### src/hdl/gbrsc_pkg.sv
package gbrsc_pkg;

    // Stick axes that are actually conditioned (1..4); the rest read as zero
    localparam int NumAxes = 4;

    localparam int BtnW  = 16;
    localparam int AxisW = 8;
    localparam int CfgW  = 64;
    localparam int MapRegs = 4;

    // Generalize remap masks
    localparam logic [BtnW-1:0] SelectMask    = 16'd15;
    localparam logic [BtnW-1:0] StartMask     = 16'd368;
    localparam logic [BtnW-1:0] SelectClear   = 16'b1111111111110000;
    localparam logic [BtnW-1:0] StartClear    = 16'b1111111010001111;
    localparam logic [BtnW-1:0] ReservedClear = 16'b1111111111111001;
    localparam int SelectBit = 0;
    localparam int StartBit  = 3;

    // Stick conditioning
    localparam logic [AxisW-1:0] AxMin    = 8'd4;
    localparam logic [AxisW-1:0] AxMax    = 8'd120;
    localparam logic [AxisW-1:0] AxCenter = 8'd62;
    localparam logic signed [9:0] AxDead  = 10'sd3;
    localparam logic signed [9:0] AxClip  = 10'sd127;

    // Register indexes on the configuration port
    typedef enum logic [2:0] {
        CFG_GENERALIZE = 3'd0,
        CFG_MAP_0_3    = 3'd1,
        CFG_MAP_4_7    = 3'd2,
        CFG_MAP_8_11   = 3'd3,
        CFG_MAP_12_15  = 3'd4
    } t_cfg_idx;

    typedef struct packed {
        logic             good;
        logic [AxisW-1:0] val;
    } t_axis_res;

    // Range check, center, deadzone, scale by 4 and clip one raw axis value
    function automatic t_axis_res cond_axis(input logic [AxisW-1:0] raw);
        t_axis_res        res;
        logic signed [9:0] d;
        logic signed [9:0] r;
        res.good = (raw >= AxMin) && (raw <= AxMax);
        d = $signed({2'b00, raw}) - $signed({2'b00, AxCenter});
        if ((d > -AxDead) && (d < AxDead)) begin
            r = 10'sd0;
        end else begin
            r = d <<< 2;
            if (r > AxClip) begin
                r = AxClip;
            end
            if (r < -AxClip) begin
                r = -AxClip;
            end
        end
        res.val = r[AxisW-1:0];
        return res;
    endfunction

endpackage

### src/hdl/gamepad_button_remap_and_stick_condition_unit.sv
// A request accepted into the input register moves on to the result register and is
// taken from there. Throughput: one request per cycle while o_in_stall is low; the
// input and result registers advance together.
// Reset: i_rst_n synchronous, active low; generalize mode on, remap masks,
// last good axes and held result all zero, both stages empty.
module gamepad_button_remap_and_stick_condition_unit
    import gbrsc_pkg::*;
(
    input  logic                   i_clk,
    input  logic                   i_rst_n,
    // configuration
    input  logic                   i_cfg_we,
    input  logic [2:0]             i_cfg_idx,
    input  logic [CfgW-1:0]        i_cfg_data,
    // poll requests
    input  logic                   i_in_valid,
    output logic                   o_in_stall,
    input  logic                   i_received,
    input  logic [BtnW-1:0]        i_raw_buttons,
    input  logic [AxisW-1:0]       i_raw_axis_0,
    input  logic [AxisW-1:0]       i_raw_axis_1,
    input  logic [AxisW-1:0]       i_raw_axis_2,
    input  logic [AxisW-1:0]       i_raw_axis_3,
    // results
    output logic                   o_out_valid,
    input  logic                   i_out_stall,
    output logic                   o_fresh,
    output logic [BtnW-1:0]        o_common_buttons,
    output logic signed [AxisW-1:0] o_stick_0,
    output logic signed [AxisW-1:0] o_stick_1,
    output logic signed [AxisW-1:0] o_stick_2,
    output logic signed [AxisW-1:0] o_stick_3
);

    // configuration registers
    logic                  r_gen;
    logic [CfgW-1:0]       r_map [MapRegs];

    // input stage
    logic                  r_s1_valid;
    logic                  r_s1_received;
    logic [BtnW-1:0]       r_s1_buttons;
    logic [AxisW-1:0]      r_s1_axis [4];

    // result stage and held state
    logic                  r_out_valid;
    logic                  r_fresh;
    logic [BtnW-1:0]       r_held_buttons;
    logic [AxisW-1:0]      r_held_sticks [4];
    logic [AxisW-1:0]      r_last_good [4];

    logic                  out_stall;
    logic                  s2_load;
    logic                  in_acc;
    logic [BtnW-1:0]       n_common;
    logic [BtnW-1:0]       btn_left;
    logic [BtnW-1:0]       remap;
    t_axis_res             axis_res [4];
    logic [AxisW-1:0]      n_stick [4];

    // handshake: stage 1 moves on when the result register is free or drains
    assign out_stall  = r_out_valid && i_out_stall;
    assign s2_load    = r_s1_valid && !out_stall;
    assign o_in_stall = r_s1_valid && out_stall;
    assign in_acc     = i_in_valid && !o_in_stall;

    // configuration writes
    always_ff @(posedge i_clk) begin
        if (!i_rst_n) begin
            r_gen <= 1'b1;
            for (int k = 0; k < MapRegs; k++) begin
                r_map[k] <= '0;
            end
        end else if (i_cfg_we) begin
            case (i_cfg_idx)
                CFG_GENERALIZE: r_gen    <= i_cfg_data[0];
                CFG_MAP_0_3:    r_map[0] <= i_cfg_data;
                CFG_MAP_4_7:    r_map[1] <= i_cfg_data;
                CFG_MAP_8_11:   r_map[2] <= i_cfg_data;
                CFG_MAP_12_15:  r_map[3] <= i_cfg_data;
                default: ;
            endcase
        end
    end

    // input register
    always_ff @(posedge i_clk) begin
        if (!i_rst_n) begin
            r_s1_valid <= 1'b0;
        end else if (in_acc) begin
            r_s1_valid <= 1'b1;
        end else if (s2_load) begin
            r_s1_valid <= 1'b0;
        end
    end

    always_ff @(posedge i_clk) begin
        if (in_acc) begin
            r_s1_received <= i_received;
            r_s1_buttons  <= i_raw_buttons;
            r_s1_axis[0]  <= i_raw_axis_0;
            r_s1_axis[1]  <= i_raw_axis_1;
            r_s1_axis[2]  <= i_raw_axis_2;
            r_s1_axis[3]  <= i_raw_axis_3;
        end
    end

    // button remap: select and start combos first, then the mask table
    always_comb begin
        btn_left = r_s1_buttons;
        remap    = '0;
        if ((btn_left & SelectMask) == SelectMask) begin
            remap[SelectBit] = 1'b1;
            btn_left         = btn_left & SelectClear;
        end
        if ((btn_left & StartMask) == StartMask) begin
            remap[StartBit] = 1'b1;
            btn_left        = btn_left & StartClear;
        end
        for (int b = 0; b < BtnW; b++) begin
            if ((r_map[b / 4][(b % 4) * BtnW +: BtnW] & btn_left) != '0) begin
                remap[b] = 1'b1;
            end
        end
        remap    = remap & ReservedClear;
        n_common = r_gen ? remap : r_s1_buttons;
    end

    // per-axis conditioning; a bad value falls back to the last good one, raw mode gives zero
    always_comb begin
        for (int a = 0; a < 4; a++) begin
            axis_res[a] = cond_axis(r_s1_axis[a]);
            if (!r_gen || (a >= NumAxes)) begin
                n_stick[a] = '0;
            end else if (axis_res[a].good) begin
                n_stick[a] = axis_res[a].val;
            end else begin
                n_stick[a] = r_last_good[a];
            end
        end
    end

    // result register; a failed poll keeps the held result
    always_ff @(posedge i_clk) begin
        if (!i_rst_n) begin
            r_out_valid    <= 1'b0;
            r_fresh        <= 1'b0;
            r_held_buttons <= '0;
            for (int a = 0; a < 4; a++) begin
                r_held_sticks[a] <= '0;
                r_last_good[a]   <= '0;
            end
        end else begin
            if (s2_load) begin
                r_out_valid <= 1'b1;
                r_fresh     <= r_s1_received;
                if (r_s1_received) begin
                    r_held_buttons <= n_common;
                    for (int a = 0; a < 4; a++) begin
                        r_held_sticks[a] <= n_stick[a];
                        if (r_gen && (a < NumAxes) && axis_res[a].good) begin
                            r_last_good[a] <= axis_res[a].val;
                        end
                    end
                end
            end else if (!i_out_stall) begin
                r_out_valid <= 1'b0;
            end
        end
    end

    assign o_out_valid      = r_out_valid;
    assign o_fresh          = r_fresh;
    assign o_common_buttons = r_held_buttons;
    assign o_stick_0        = r_held_sticks[0];
    assign o_stick_1        = r_held_sticks[1];
    assign o_stick_2        = r_held_sticks[2];
    assign o_stick_3        = r_held_sticks[3];

`ifndef SYNTHESIS
    // stall toward the source only with a request parked in stage 1
    a_stall_needs_s1: assert property (@(posedge i_clk) disable iff (!i_rst_n)
        o_in_stall |-> r_s1_valid)
        else $error("input stall without a parked request");

    // a failed poll repeats the held buttons
    a_failed_holds: assert property (@(posedge i_clk) disable iff (!i_rst_n)
        (s2_load && !r_s1_received) |=> ($stable(o_common_buttons) && !o_fresh))
        else $error("failed poll changed held result");

    // raw mode gives zero sticks
    a_raw_zero: assert property (@(posedge i_clk) disable iff (!i_rst_n)
        (s2_load && r_s1_received && !r_gen) |=>
        (o_stick_0 == '0 && o_stick_1 == '0 && o_stick_2 == '0 && o_stick_3 == '0))
        else $error("raw mode stick not zero");

    // generalized buttons never carry bits 1 and 2
    a_reserved_clear: assert property (@(posedge i_clk) disable iff (!i_rst_n)
        (s2_load && r_s1_received && r_gen) |=>
        (!o_common_buttons[1] && !o_common_buttons[2]))
        else $error("reserved button bits set");

    // clipping never yields the most negative code
    a_no_min_code: assert property (@(posedge i_clk) disable iff (!i_rst_n)
        (o_stick_0 != 8'h80) && (o_stick_1 != 8'h80) &&
        (o_stick_2 != 8'h80) && (o_stick_3 != 8'h80))
        else $error("stick out of clip range");
`endif

endmodule

### config.mk
export PLATFORM = sky130hd
export DESIGN_NAME = gamepad_button_remap_and_stick_condition_unit
export DESIGN_NICKNAME = d
export VERILOG_FILES = /design/src/hdl/gbrsc_pkg.sv /design/src/hdl/gamepad_button_remap_and_stick_condition_unit.sv
export SDC_FILE = /design/constraint.sdc
export NUM_CORES = 1
export LEC_CHECK = 0
export BUFFER_PORTS_ARGS = -buffer_cell sky130_fd_sc_hd__buf_2
export CORE_MARGIN = 2
export CORE_UTILIZATION = 59
export DETAILED_ROUTE_END_ITERATION = 8
export GPL_TIMING_DRIVEN = 0
export MAX_ROUTING_LAYER = met4
export PLACE_DENSITY = 0.89
export SLEW_MARGIN = 0
export SYNTH_ARGS = -nofsm -noshare
export SYNTH_HDL_FRONTEND = slang
export SYNTH_SLANG_ARGS = --single-unit
### constraint.sdc
create_clock -name i_clk -period 6.8 [get_ports i_clk]
set_input_delay 0.68 -clock i_clk [delete_from_list [all_inputs] [get_ports i_clk]]
set_output_delay 0.68 -clock i_clk [all_outputs]
set_load 0.02 [all_outputs]
==> results.md, run 1 <==
- The flow ran to the end, but the final reports show violations.
- The checks that failed: design-rule violations.
- The floorplan step defined a die boundary enclosing 29300 um^2.
- The netlist uses 74 different library cells.
- In the final routed layout, each cell accounts on average for 22.4 um.
- The post-detailed-placement cell area is 18100 um^2.
- The die span in x is 171 um.
- In this run the core area contains 61 standard-cell rows.
- Fill cells in the final layout number 1864.
- The later pin in the worst-skew pair is clocked with a latency of 0.55 ns.
- The clock transition time at the flip-flop clock pins of the worst setup and hold paths is 0.06 ns.
- The post-route cell area is 19300 um^2.
- IR analysis of the VDD net gives a maximum drop of 0.000216 V.
- The main flop type after synthesis is edfxtp_1.
- The via count of the first global-routing pass is 12.0k.
- The endpoint of the lowest-slack register-to-register path is r_held_sticks[3][6].
- The first routing iteration left 2013 violations.
- The initial antenna violation count is 5.
- The dominant cell by count in the synthesized netlist is edfxtp_1.
- The final clock period utilization by the worst path is 60.2%.
- Synthesis produced 1327 cells.
- The post-synth net total is 1468.
- In this run the static leakage power is 7.18 nW.
- The data arrival time at the worst-slack endpoint is 4.34 ns.
- The nature of the critical path startpoint is a flop.
- The worst setup path is captured at a flop.
- The via count is 12.4k.
- The total count of hold-check failures in the final report is 0.
- The count of cells along the worst register-to-register path is 13.
- The wire length after detailed routing is 43900 um.
- The first detailed-routing pass took 9 iterations.
- The number of hold buffers added after CTS was 0.
- Port buffering added 170 buffers.
- The total of warnings raised by yosys is 0.
- Sorting the synthesized cells by how often they occur yields 337 x edfxtp_1, 234 x and2_1, 96 x nand2_1.
- The sequential cells in the finished layout cover a total of 10500 um^2.
- The via count normalized by instance count is 6.33.
- For this design the ratio of total power to cell area is 264 nW/um^2.
- The share of Yosys cell area claimed by the top area cell type is 61.3%.
- The remaining number of nets flagged by the antenna check after routing is 0.
- The core region is 27600 um^2.
- The clock passes through at most 3 buffers.
- At the pin with the least slew margin, the transition time is 1.41 ns.
- The remaining max-slew budget at the tightest pin is 5.80%.
- The final net count is 1689.
- The share of final-layout standard cells stronger than drive strength 1 is 18.1%.
- The global route total overflow is 0.
- Static timing analysis puts the maximum clock frequency at 244 MHz.
- The smallest clock period supported by the final layout is computed as 4.09 ns.
- Once detailed placement completed, the half-perimeter wirelength came to 30800 um.
- The critical path in this run is classified as flop to flop.
- Counting flops and latches in the post-synthesis netlist gives 357.
- For this design the top-level I/O count stands at 172.
- The worst min-delay path class is primary input to flop.
- Entering global routing, the biggest net connects 33 pins.
- From bottom edge to top edge, the die measures 171 um.
- In this run the critical register-to-register path is launched from r_s1_axis[3][2].
- The master cell of the clock root buffer is clkbuf_16.
- The routability congestion estimate is 0.931.
- The clock sink total is 357.
- The first element of the critical path is r_s1_axis[3][2].
- Data on the critical path is required at its endpoint by 7.05 ns.
- Of all cell types, the one taking the most synthesized area is edfxtp_1.
- The area growth from synthesis to layout is 17.1%.
- The CTS tree is done.
- The clock tree skew after final layout is 0.0278 ns.
- The H-tree was split into 2 levels.
- The total routing resource utilization after global routing is 30.9%.
- In the post-synthesis netlist, the biggest area contributors are edfxtp_1 61%, and2_1 8.9%, a22oi_1 2.5%.
- Setup violations remaining at the end of the flow were counted as 0.
- The number of enable flip-flop cells after synthesis is 337.
- The design draws 5.11 mW.
- The multi-input combinational cells in the finished layout cover a total of 5600 um^2.
- The TritonCTS buffer count is 38.
- The number of instances resized during post-cts repair is 0.
- The post-synthesis async set-or-reset flop share is 0%.
- Following the worst setup path forward leads to its endpoint at r_held_sticks[3][6].
- In this run the post-CTS setup repair buffer count came out at 0.
- Across the run, the number of max-cap violations was 0.
- The setup slack on the worst flop-to-flop path is 2.71 ns.
- The post-synthesis instance area is 16500 um^2.
- The first global-routing pass estimated 66400 um of wire.
- Setup repair after global routing left no endpoint under its margin.
- The sequential area share after synthesis is 63.8%.
- For this configuration, the core starts out at a cell density of 59.7%.
- Dividing the synthesized area by the synthesized cell count gives 12.4 um^2.
- The final routed DRC violation total is 1.
- The count of final max-slew check failures is 0.
- Along the worst path, the maximum fanout reaches 10.
==> worst max-delay path: stages (launching register included) <==
cell	delay [ns]
edfxtp_1	0.53
ha_1	0.25
and3_1	0.18
or3b_1	0.36
a21oi_1	0.31
inv_1	0.12
ha_1	0.28
clkbuf_1	0.27
nor2_1	0.17
and3_1	0.21
a41oi_1	0.23
nand3_1	0.18
xnor2_2	0.53
o31ai_1	0.19
==> final cells by class <==
type,count,area share (%)
Multi-Input combinational cell,862,29.0
Tap cell,378,2.45
Timing Repair Buffer,181,5.56
Clock inverter,18,0.965
Antenna cell,6,0.0777
Buffer,88,1.92
Inverter,20,0.389
Clock buffer,51,5.23
Sequential cell,357,54.4
==> cell families (layout without fill, tap and decap cells) <==
| family | Yosys count | count (layout) | synth area share, % |
|---|---|---|---|
| adders and majority gates | 20 | 20 | 1.52 |
| other | 0 | 6 | 0 |
| AOI/OAI and AO/OA | 276 | 276 | 12.4 |
| xor gates and xnor gates | 21 | 21 | 1.16 |
| buffers and inverters | 108 | 358 | 2.71 |
| and+or+nand+nor | 545 | 545 | 18.5 |
| DFF | 357 | 357 | 63.8 |
==> how the worst min path moves through the flow <==
stage / startpoint / end / slack (ns) / depth (start not counted)
6_report: i_raw_buttons[0] / r_s1_buttons[0] / 0.31 / 1
3_3_place_gp: o_common_buttons[0] / o_common_buttons[0] / 0.45 / 2
3_5_place_dp: o_common_buttons[8] / o_common_buttons[8] / 0.46 / 2
4_1_cts: i_raw_axis_0[0] / r_s1_axis[0][0] / 0.30 / 1
2_1_floorplan: r_last_good[0][2] / r_held_sticks[0][2] / 0.49 / 2
5_1_grt: i_raw_buttons[0] / r_s1_buttons[0] / 0.31 / 1
==> cell usage in the layout (no fill, tap or decap), drive strengths merged, types with 10 or more instances in the layout <==
cell	n
and3	10
inv	20
a22oi	54
clkinv	15
a22o	10
xnor2	12
nand3	41
nor2	52
a21boi	12
a222oi	18
nand2	96
o31ai	25
nand3b	10
nand2b	10
nor3	32
buf	205
dfxtp	20
clkbuf	115
edfxtp	337
ha	20
nand4	18
o22ai	10
o21ai	51
and2	235
nor4	10
a21oi	25
o211ai	10
==> metrics by stage <==
stage / TNS [ns] / cells / setup WS (ns) / utilization (%) / hold slack (ns)
2_1_floorplan: 0 / 1327 / 0.618 / - / 0.495
3_3_place_gp: -283.86 / 1875 / -1.67 / 64.5 / 0.446
3_5_place_dp: 0 / 1886 / 2.88 / 65.5 / 0.457
4_1_cts: 0 / 1955 / 2.76 / 69.9 / 0.301
5_1_grt: 0 / 1960 / 2.52 / 69.9 / 0.307
6_report: 0 / 1961 / 2.71 / 69.9 / 0.313
==> layer usage <==
metal  share of wire [%]  wire [um]  vias up  track usage, %
li1                    -          -     5442               -
met1                  37      16100     5848            38.7
met2                  46      20200      903            47.8
met3                  12       5230      217            6.95
met4                 5.3       2340        0            15.4
met5                   0          0        -               -
==> registers in the layout, indices dropped and copies added (netlist names) <==
| name | count |
|---|---|
| r_s1_received | 1 |
| r_s1_axis | 32 |
| r_s1_valid | 1 |
| r_gen | 1 |
| r_held_sticks | 32 |
| r_map | 224 |
| r_last_good | 32 |
| o_out_valid | 1 |
| r_s1_buttons | 16 |
| o_fresh | 1 |
| o_common_buttons | 16 |
==> report_power, final <==
part           internal [mW]  switching, mW  leakage (nW)  total [mW]
clock                   1.13          0.861         0.576        1.99
sequential              2.55         0.0661          3.47        2.61
combinational          0.170          0.332          3.14       0.502
total                   3.85           1.26          7.18        5.11
Power figures use the tool's default switching activity.
==> inputs of run 2 (changes only) <==
--- a/config.mk
+++ b/config.mk
@@ -5,13 +5,14 @@
 export SDC_FILE = /design/constraint.sdc
 export NUM_CORES = 1
 export LEC_CHECK = 0
+export ABC_AREA = 1
 export BUFFER_PORTS_ARGS = -buffer_cell sky130_fd_sc_hd__buf_2
 export CORE_MARGIN = 2
-export CORE_UTILIZATION = 59
+export CORE_UTILIZATION = 53
 export DETAILED_ROUTE_END_ITERATION = 8
 export GPL_TIMING_DRIVEN = 0
 export MAX_ROUTING_LAYER = met4
-export PLACE_DENSITY = 0.89
+export PLACE_DENSITY = 0.85
 export SLEW_MARGIN = 0
 export SYNTH_ARGS = -nofsm -noshare
 export SYNTH_HDL_FRONTEND = slang
==> constraint.sdc (replaced) <==
create_clock -name i_clk -period 3.4 [get_ports i_clk]
set_input_delay 0.34 -clock i_clk [delete_from_list [all_inputs] [get_ports i_clk]]
set_output_delay 0.34 -clock i_clk [all_outputs]
set_load 0.02 [all_outputs]
==> run 2 against run 1 <==
Against the previous run: the flow now finishes without violations; clock-buffer cell count is 7 lower; cell area up 1.4%; critical path depth rose by 7; critical path type unchanged.
==> results.md, run 2 <==
- The flow ran to the end, and the final reports show no timing, DRC or antenna violations.
- The most numerous cell type found on the critical path is nand2_1.
- The share of total power in sequential cells is 48.9% (-2.2 points).
- The post-synth net total is 1804 (+23%).
- The data arrival time at the worst-slack endpoint is 3.27 ns (-1.07 ns).
- Broken down by cell family, the worst path's largest delay share belongs to simple AND/OR/NAND/NOR gates.
- The internal power came to 8.15 mW (+110%).
- The nature of the critical path startpoint is a flop.
- The die span in x came to 180 um (+5.1%).
- The final net count is 2061 (+22%).
- The total of warnings raised by yosys is 0 (unchanged).
- The sequential area share after synthesis is 64.2% (+0.38 points).
- The via count normalized by instance count is 5.63 (-11%).
- r_map holds more flip-flops than any other register.
- The number of instances resized during post-cts repair is 0 (unchanged).
- The post-route cell area is 19600 um^2 (+1.4%).
- The main flop type after synthesis is edfxtp_1.
- Sorting the synthesized cells by area gives the leading types as edfxtp_1 62%, nor2_1 7.6%, nand2_1 7.4%.
- The worst vdd rail ir drop is 0.000449 V (+110%).
- Leaving out fill and tap cells, the most frequent cells in the layout are 337 x edfxtp_1, 332 x nor2_1, 318 x nand2_1.
- The total die area is 32400 um^2 (+10%).
- The count of boundary I/O pins is 172 (unchanged).
- The total routing resource utilization after global routing came to 27.7% (-3.2 points).
- The clock latency on the worst-skew pair was 0.54 ns (about the same).
- The global route total overflow was 0 (unchanged).
- The post-synthesis instance area is 16400 um^2 (-0.59%).
- The largest net degree at the start of global routing is 65 (+97%).
- The timing-limited maximum frequency is 332 MHz (+36%).
- The wire length after detailed routing is 44300 um (+0.90%).
- The detailed-route wire length per cell came to 18.9 um (-16%).
- The total count of hold-check failures in the final report is 0 (unchanged).
- The via count of the first global-routing pass is 12.9k (+7.4%).
- The aggregate negative setup slack came to 0 ns (unchanged).
- The routability congestion estimate is 0.968 (+4.0%).
- The static leakage is 8.72 nW (+21%).
- The area inside the core boundary came to 30500 um^2 (+10%).
- The CTS tree is done.
- The worst endpoint required time was 3.66 ns (-3.39 ns).
- The layout overhead on the synthesized area is 19.5%.
- The global-route wire length before repair was 68400 um (+3.0%).
- The post-synthesis async set-or-reset flop share is 0% (unchanged).
- The worst min-delay path class is primary input to flop.
- Counting instances in the post-synthesis netlist gives the leading cell types as 337 x edfxtp_1, 332 x nor2_1, 323 x nand2_1.
- The signal on the critical path passes through ha_1 -> nand2_1 -> inv_2 -> nand2_2 -> nand2_1 -> nand2_1 -> nand3_1 -> nor2_1 -> inv_1 -> ha_1 -> nor2_1 -> nand2_1 -> nor2_1 -> a21oi_1 -> nand2_1 -> nand2_2 -> nand2_4 -> nor2_2 -> nand3_1 -> nand2_1.
- The die span in y was 180 um (+5.1%).
- The number of buffer and inverter instances along the worst setup path was 2 (unchanged).
- edfxtp_1 takes more of the synthesized area than any other cell.
- The number of max-cap violations is 0 (unchanged).
- The final number of setup-violating endpoints came to 0 (unchanged).
- The clock sink total is 357 (unchanged).
- The gate count of the mapped netlist is 1663 (+25%).
- The final routed DRC violation total came to 0 (-1).
- The leading cell type in the layout, fill and taps excluded is edfxtp_1.
- The initial core utilization is 53.7% (-6.0 points).
- The number of DRC violations after detailed-routing iteration 0 is 1526 (-24%).
- The peak per-stage delay on the critical path was 0.52 ns (about the same).
- The post-detailed-placement cell area is 17800 um^2 (-1.8%).
- The initial antenna violation count is 1 (-4).
- The worst hold margin came to 0.0149 ns (-0.298 ns).
- The number of optimization iterations in the first detailed-route pass is 6 (-3).
- The final critical delay including setup and external delays came to 3.01 ns (-1.09 ns).
- The TritonCTS buffer count is 38 (unchanged).
- The pre-CTS worst setup slack is 0.426 ns (-2.45 ns).
- The ratio of total power to cell area was 545 nW/um^2 (+110%).
- The synthesized area per cell is 9.86 um^2 (-21%).
- The post-detailed-placement half-perimeter wirelength was 31000 um (+0.87%).
- The final clock period utilization by the worst path is 88.5% (+28 points).
- The share of final-layout standard cells stronger than drive strength 1 is 15.3% (-2.8 points).
- The count of final max-slew check failures is 0 (unchanged).
- The standard-cell row count is 64 (+4.9%).
- In the post-synthesis netlist, the cell with the most instances is edfxtp_1.
- The share of power burned in the clock network is 41.8% (+2.8 points).
- The synthesis-stage register bit count is 357 (unchanged).
- The number of enable flip-flop cells after synthesis is 337 (unchanged).
- The maximum root-to-sink buffer count is 3 (unchanged).
- The share of Yosys cell area claimed by the top area cell type is 61.7% (+0.37 points).
- The clock tree skew after final layout is 0.0320 ns (+0.00427 ns).
- The worst setup path is captured at a flop.
- The reported net switching power is 2.53 mW (+100%).
- The switching part of the total is 23.7% (-0.98 points).
- The H-tree depth reported by CTS is 2 (unchanged).
- The distinct cell type count after synthesis was 41 (-45%).
- The slowest stage of the critical path belongs to the cell edfxtp_1.
- The minimum setup slack in the final design is 0.390 ns (-2.31 ns).
- The combinational power share is 9.3% (-0.5 points).
- The tree is rooted in a clkbuf_16.
- The setup path with the least slack is of type flop to flop.
- The power consumption is 10.7 mW (+110%).
- The remaining max-slew budget at the tightest pin is 26.1% (+20 points).
- The flip-flop count of the largest register after layout is 224 (unchanged).
- The maximum fanout count along the critical path is 8 (-2).
- The via count is 13.2k (+6.4%).
- The remaining number of nets flagged by the antenna check after routing was 0 (unchanged).
- The slew at the pin closest to its max-slew limit was 1.10 ns (-0.313 ns).
- Setup repair after global routing left no endpoint under its margin.
- The clock transition time at the flip-flop clock pins of the worst setup and hold paths is 0.05 ns (about the same).
- The count of input and output buffers is 170 (unchanged).
==> run 2: cell count changes after synthesis, sizes merged, moves of 25 or more <==
cell   delta
nand3   +140
inv     +168
and2    -235
o31ai    -25
nor2    +298
a22oi    -54
nand2   +247
==> run 2: cell type report <==
class / instances / area (um^2)
inverter: 191 / 717
tap: 396 / 495
fill: 2328 / 10900
clock inverter: 24 / 335
multi-input combinational: 1056 / 4940
timing repair buffer: 217 / 1330
buffer: 59 / 249
antenna: 1 / 2.50
sequential: 357 / 10500
clock buffer: 44 / 1000
==> run 2: path summary, 6_finish.rpt <==
check                           slack, ns            startpoint  depth (start not counted)              endpoint
worst min-delay path                 0.01       i_raw_axis_0[3]                          1       r_s1_axis[0][3]
worst max-delay path                 0.39       r_s1_axis[0][1]                         20   r_held_sticks[0][3]
worst max register to register       0.39       r_s1_axis[0][1]                         20   r_held_sticks[0][3]
worst min register to register       0.45  o_common_buttons[10]                          2  o_common_buttons[10]
==> run 2: logic make-up (layout without fill, tap and decap cells) <==
logic type      Yosys count  in the layout  synth area share [%]
simple gates            944            944                  24.9
buf+inv                 250            535                  5.89
compound gates           92             92                  3.50
flops                   357            357                  64.2
other cells               0              1                     0
fa+ha+maj                20             20                  1.53
==> run 2: power groups by stage <==
| stage | clock, mW | sequential (mW) | combinational (mW) |
|---|---|---|---|
| finish | 4.47 | 5.23 | 0.990 |
| global route | 4.65 | 5.25 | 1.08 |
| CTS | 4.48 | 5.22 | 0.977 |
| detailed placement | 0 | 5.31 | 0.929 |
| global placement | 0 | 5.31 | 0.893 |
| floorplan | 0 | 5.32 | 0.556 |
==> run 2: per-layer routing <==
layer / global-route usage, % / wire length (um)
met5: - / 0
met3: 5.04 / 4740
met2: 45.5 / 21300
met4: 11.6 / 1970
met1: 34.0 / 16300
==> run 2: timing repair <==
item / 4_1_cts / 5_1_grt
buffers inserted: 0 / 0
hold endpoints to repair: 46 / 0
hold buffers: 46 / 0
==> run 2: through the flow <==
stage	util, %	instances
after floorplan	-	1663
after global placement	58.2	2229
after detailed placement	58.3	2230
after CTS	64.2	2344
after global routing	64.2	2345
final	64.2	2345
==> inputs of run 3 (changes only) <==
--- a/config.mk
+++ b/config.mk
@@ -6,10 +6,10 @@
 export NUM_CORES = 1
 export LEC_CHECK = 0
 export ABC_AREA = 1
-export BUFFER_PORTS_ARGS = -buffer_cell sky130_fd_sc_hd__buf_2
 export CORE_MARGIN = 2
-export CORE_UTILIZATION = 53
+export CORE_UTILIZATION = 58
 export DETAILED_ROUTE_END_ITERATION = 8
+export DONT_BUFFER_PORTS = 1
 export GPL_TIMING_DRIVEN = 0
 export MAX_ROUTING_LAYER = met4
 export PLACE_DENSITY = 0.85
==> run 3 against run 2 <==
Against the previous run: cell count fell by 8.0%; worst setup slack got worse by 0.034 ns; combinational power fell by 15%; critical path depth did not move; first-iteration DRC count fell by 0.33%; critical path type unchanged; largest cell class unchanged.
==> results.md, run 3 (synthesized netlist as in run 2, its figures left out) <==
- The via count normalized by instance count came to 5.81 (+3.2%).
- The H-tree depth reported by CTS came to 2 (unchanged).
- The global route total overflow is 0 (unchanged).
- The static leakage is 7.95 nW (-8.8%).
- The worst hold margin came to 0.0201 ns (+0.00523 ns).
- The tree is rooted in a clkbuf_16.
- The number of max-cap violations is 0 (unchanged).
- The total die area was 29600 um^2 (-8.4%).
- The via count is 12.5k (-5.0%).
- The number of optimization iterations in the first detailed-route pass is 6 (unchanged).
- The remaining max-slew budget at the tightest pin is 27.3% (+1.2 points).
- The slew at the pin closest to its max-slew limit was 1.08 ns (-0.0175 ns).
- The final routed DRC violation total is 0 (unchanged).
- The maximum fanout count along the critical path came to 8 (unchanged).
- The clock tree skew after final layout is 0.0201 ns (-0.0120 ns).
- The global-route wire length before repair is 65400 um (-4.4%).
- The via count of the first global-routing pass is 12.2k (-5.4%).
- The die span in y is 172 um (-4.3%).
- The final critical delay including setup and external delays is 3.04 ns (+0.0342 ns).
- The die span in x is 172 um (-4.3%).
- The type of the setup path with the least slack is flop to flop.
- The TritonCTS buffer count is 37 (-2.6%).
- The standard-cell row count is 61 (-4.7%).
- The flip-flop count of the largest register after layout is 224 (unchanged).
- The share of power burned in the clock network is 39.8% (-2.0 points).
- The clock latency on the worst-skew pair is 0.53 ns (about the same).
- The switching part of the total is 24.0% (+0.28 points).
- The wire length after detailed routing was 43300 um (-2.4%).
- The largest net degree at the start of global routing is 65 (unchanged).
- The combinational power share is 8.3% (-1.0 points).
- The number of DRC violations after detailed-routing iteration 0 is 1521 (-0.33%).
- The initial antenna violation count is 0 (-1).
- The count of final max-slew check failures came to 0 (unchanged).
- The maximum root-to-sink buffer count is 3 (unchanged).
- The timing-limited maximum frequency is 329 MHz (-1.1%).
- The number of buffers inserted by post-CTS setup repair was 0 (unchanged).
- The remaining number of nets flagged by the antenna check after routing came to 0 (unchanged).
- The worst setup path is captured at a flop.
- The count of boundary I/O pins came to 172 (unchanged).
- The total count of hold-check failures in the final report was 0 (unchanged).
- The layout overhead on the synthesized area is 13.5%.
- The number of fill cells in the layout came to 2079 (-11%).
- The top cell types in the final layout, fill and taps aside, are 337 x edfxtp_1, 332 x nor2_1, 318 x nand2_1.
- The final number of setup-violating endpoints was 0 (unchanged).
- The final clock period utilization by the worst path is 89.5% (+1.0 points).
- The final net count is 1893 (-8.2%).
- The initial core utilization is 59.0% (+5.3 points).
- The routability congestion estimate is 0.955 (-1.3%).
- The reported net switching power is 2.43 mW (-3.8%).
- The path class of the tightest hold or removal check is primary input to flop.
- The flow ran to the end, and the final reports show no timing, DRC or antenna violations.
- The number of instances resized during post-cts repair is 0 (unchanged).
- The post-detailed-placement half-perimeter wirelength is 29400 um (-5.3%).
- The aggregate negative setup slack is 0 ns (unchanged).
- The data arrival time at the worst-slack endpoint was 3.30 ns (+0.03 ns).
- The detailed-route wire length per cell is 20.0 um (+6.1%).
- The CTS tree is done.
- The internal power is 7.72 mW (-5.3%).
- The share of total power in sequential cells came to 51.9% (+3.0 points).
- The count of input and output buffers was 0 (-100%).
- The clock transition time at the flip-flop clock pins of the worst setup and hold paths is 0.06 ns (about the same).
- The worst vdd rail ir drop came to 0.000501 V (+12%).
- The leading cell type in the layout, fill and taps excluded is edfxtp_1.
- The total routing resource utilization after global routing came to 30.5% (+2.7 points).
- The share of final-layout standard cells stronger than drive strength 1 came to 6.97% (-8.4 points).
- The worst endpoint required time is 3.66 ns (about the same).
- The ratio of total power to cell area is 546 nW/um^2 (+0.13%).
- The clock sink total is 357 (unchanged).
- The area inside the core boundary is 27800 um^2 (-8.9%).
- Setup repair after global routing left no endpoint under its margin.
- The worst setup path is launched from a flop.
- Counting flops per register, the top entry is r_map.
- The number of buffers added to fix hold violations after cts is 49 (+6.5%).
## run 3: changes by cell type in the layout (fill, tap and decap cells not counted), sizes merged
cell	before	now
buf	183	13
clkbuf	91	96
bufinv	8	4
dlygate4sd3	46	49
inv	191	189
clkinv	15	14
clkinvlp	1	0
diode	1	2
## run 3: final timing paths
check,from,endpoint,slack [ns],cells after the start
setup / recovery,r_s1_axis[0][1],r_held_sticks[0][4],0.36,20
hold / removal,i_in_valid,r_s1_valid,0.02,2
setup reg to reg,r_s1_axis[0][1],r_held_sticks[0][4],0.36,20
hold reg to reg,r_last_good[0][3],r_held_sticks[0][3],0.52,2
## run 3: power by group through the flow
stage	Clock (mW)	Combinational, mW	Sequential [mW]
after floorplan	0	0.556	5.32
after CTS	4.06	0.826	5.27
final	4.04	0.842	5.28
after detailed placement	0	0.772	5.36
after global placement	0	0.739	5.36
after global routing	4.23	0.927	5.30
## run 3: layer usage
layer	track usage (%)	wire length [um]	up-vias
met5	-	0	-
met4	15.9	2330	0
met3	4.76	4270	159
met2	50.2	21100	822
met1	36.5	15500	5822
li1	-	-	5740
## run 3: final cells by class
class	instances	area, um^2	area share, %
clock buffer	49	992	5.33
antenna	2	5.00	0.0269
clock inverter	16	203	1.09
multi-input combinational	1056	4940	26.5
tap	378	473	2.54
sequential	357	10500	56.5
timing repair buffer	50	510	2.74
inverter	191	717	3.85
buffer	59	249	1.34
## run 3: critical path, stage by stage, from the launching register on
cell	delay [ns]
edfxtp_1	0.51
ha_1	0.28
nand2_1	0.08
inv_2	0.05
nand2_2	0.11
nand2_1	0.08
nand2_1	0.06
nand3_1	0.06
nor2_1	0.15
inv_1	0.06
ha_1	0.36
nor2_1	0.19
nand2_1	0.07
nor2_1	0.12
a21oi_1	0.09
nand2_1	0.08
nand2_2	0.07
nand2_4	0.11
nor2_2	0.04
nand3_1	0.11
nand2_1	0.11
## run 3: stage by stage
step / utilization [%] / setup WS [ns] / cells / total power, mW / area, um^2
2_1_floorplan: - / 0.812 / 1663 / 5.87 / 16400
3_3_place_gp: 60.7 / 0.0730 / 2041 / 6.10 / 16900
3_5_place_dp: 60.9 / 0.435 / 2042 / 6.13 / 16900
4_1_cts: 66.9 / 0.403 / 2156 / 10.2 / 18600
5_1_grt: 67.0 / 0.127 / 2156 / 10.5 / 18600
6_report: 67.0 / 0.356 / 2158 / 10.2 / 18600
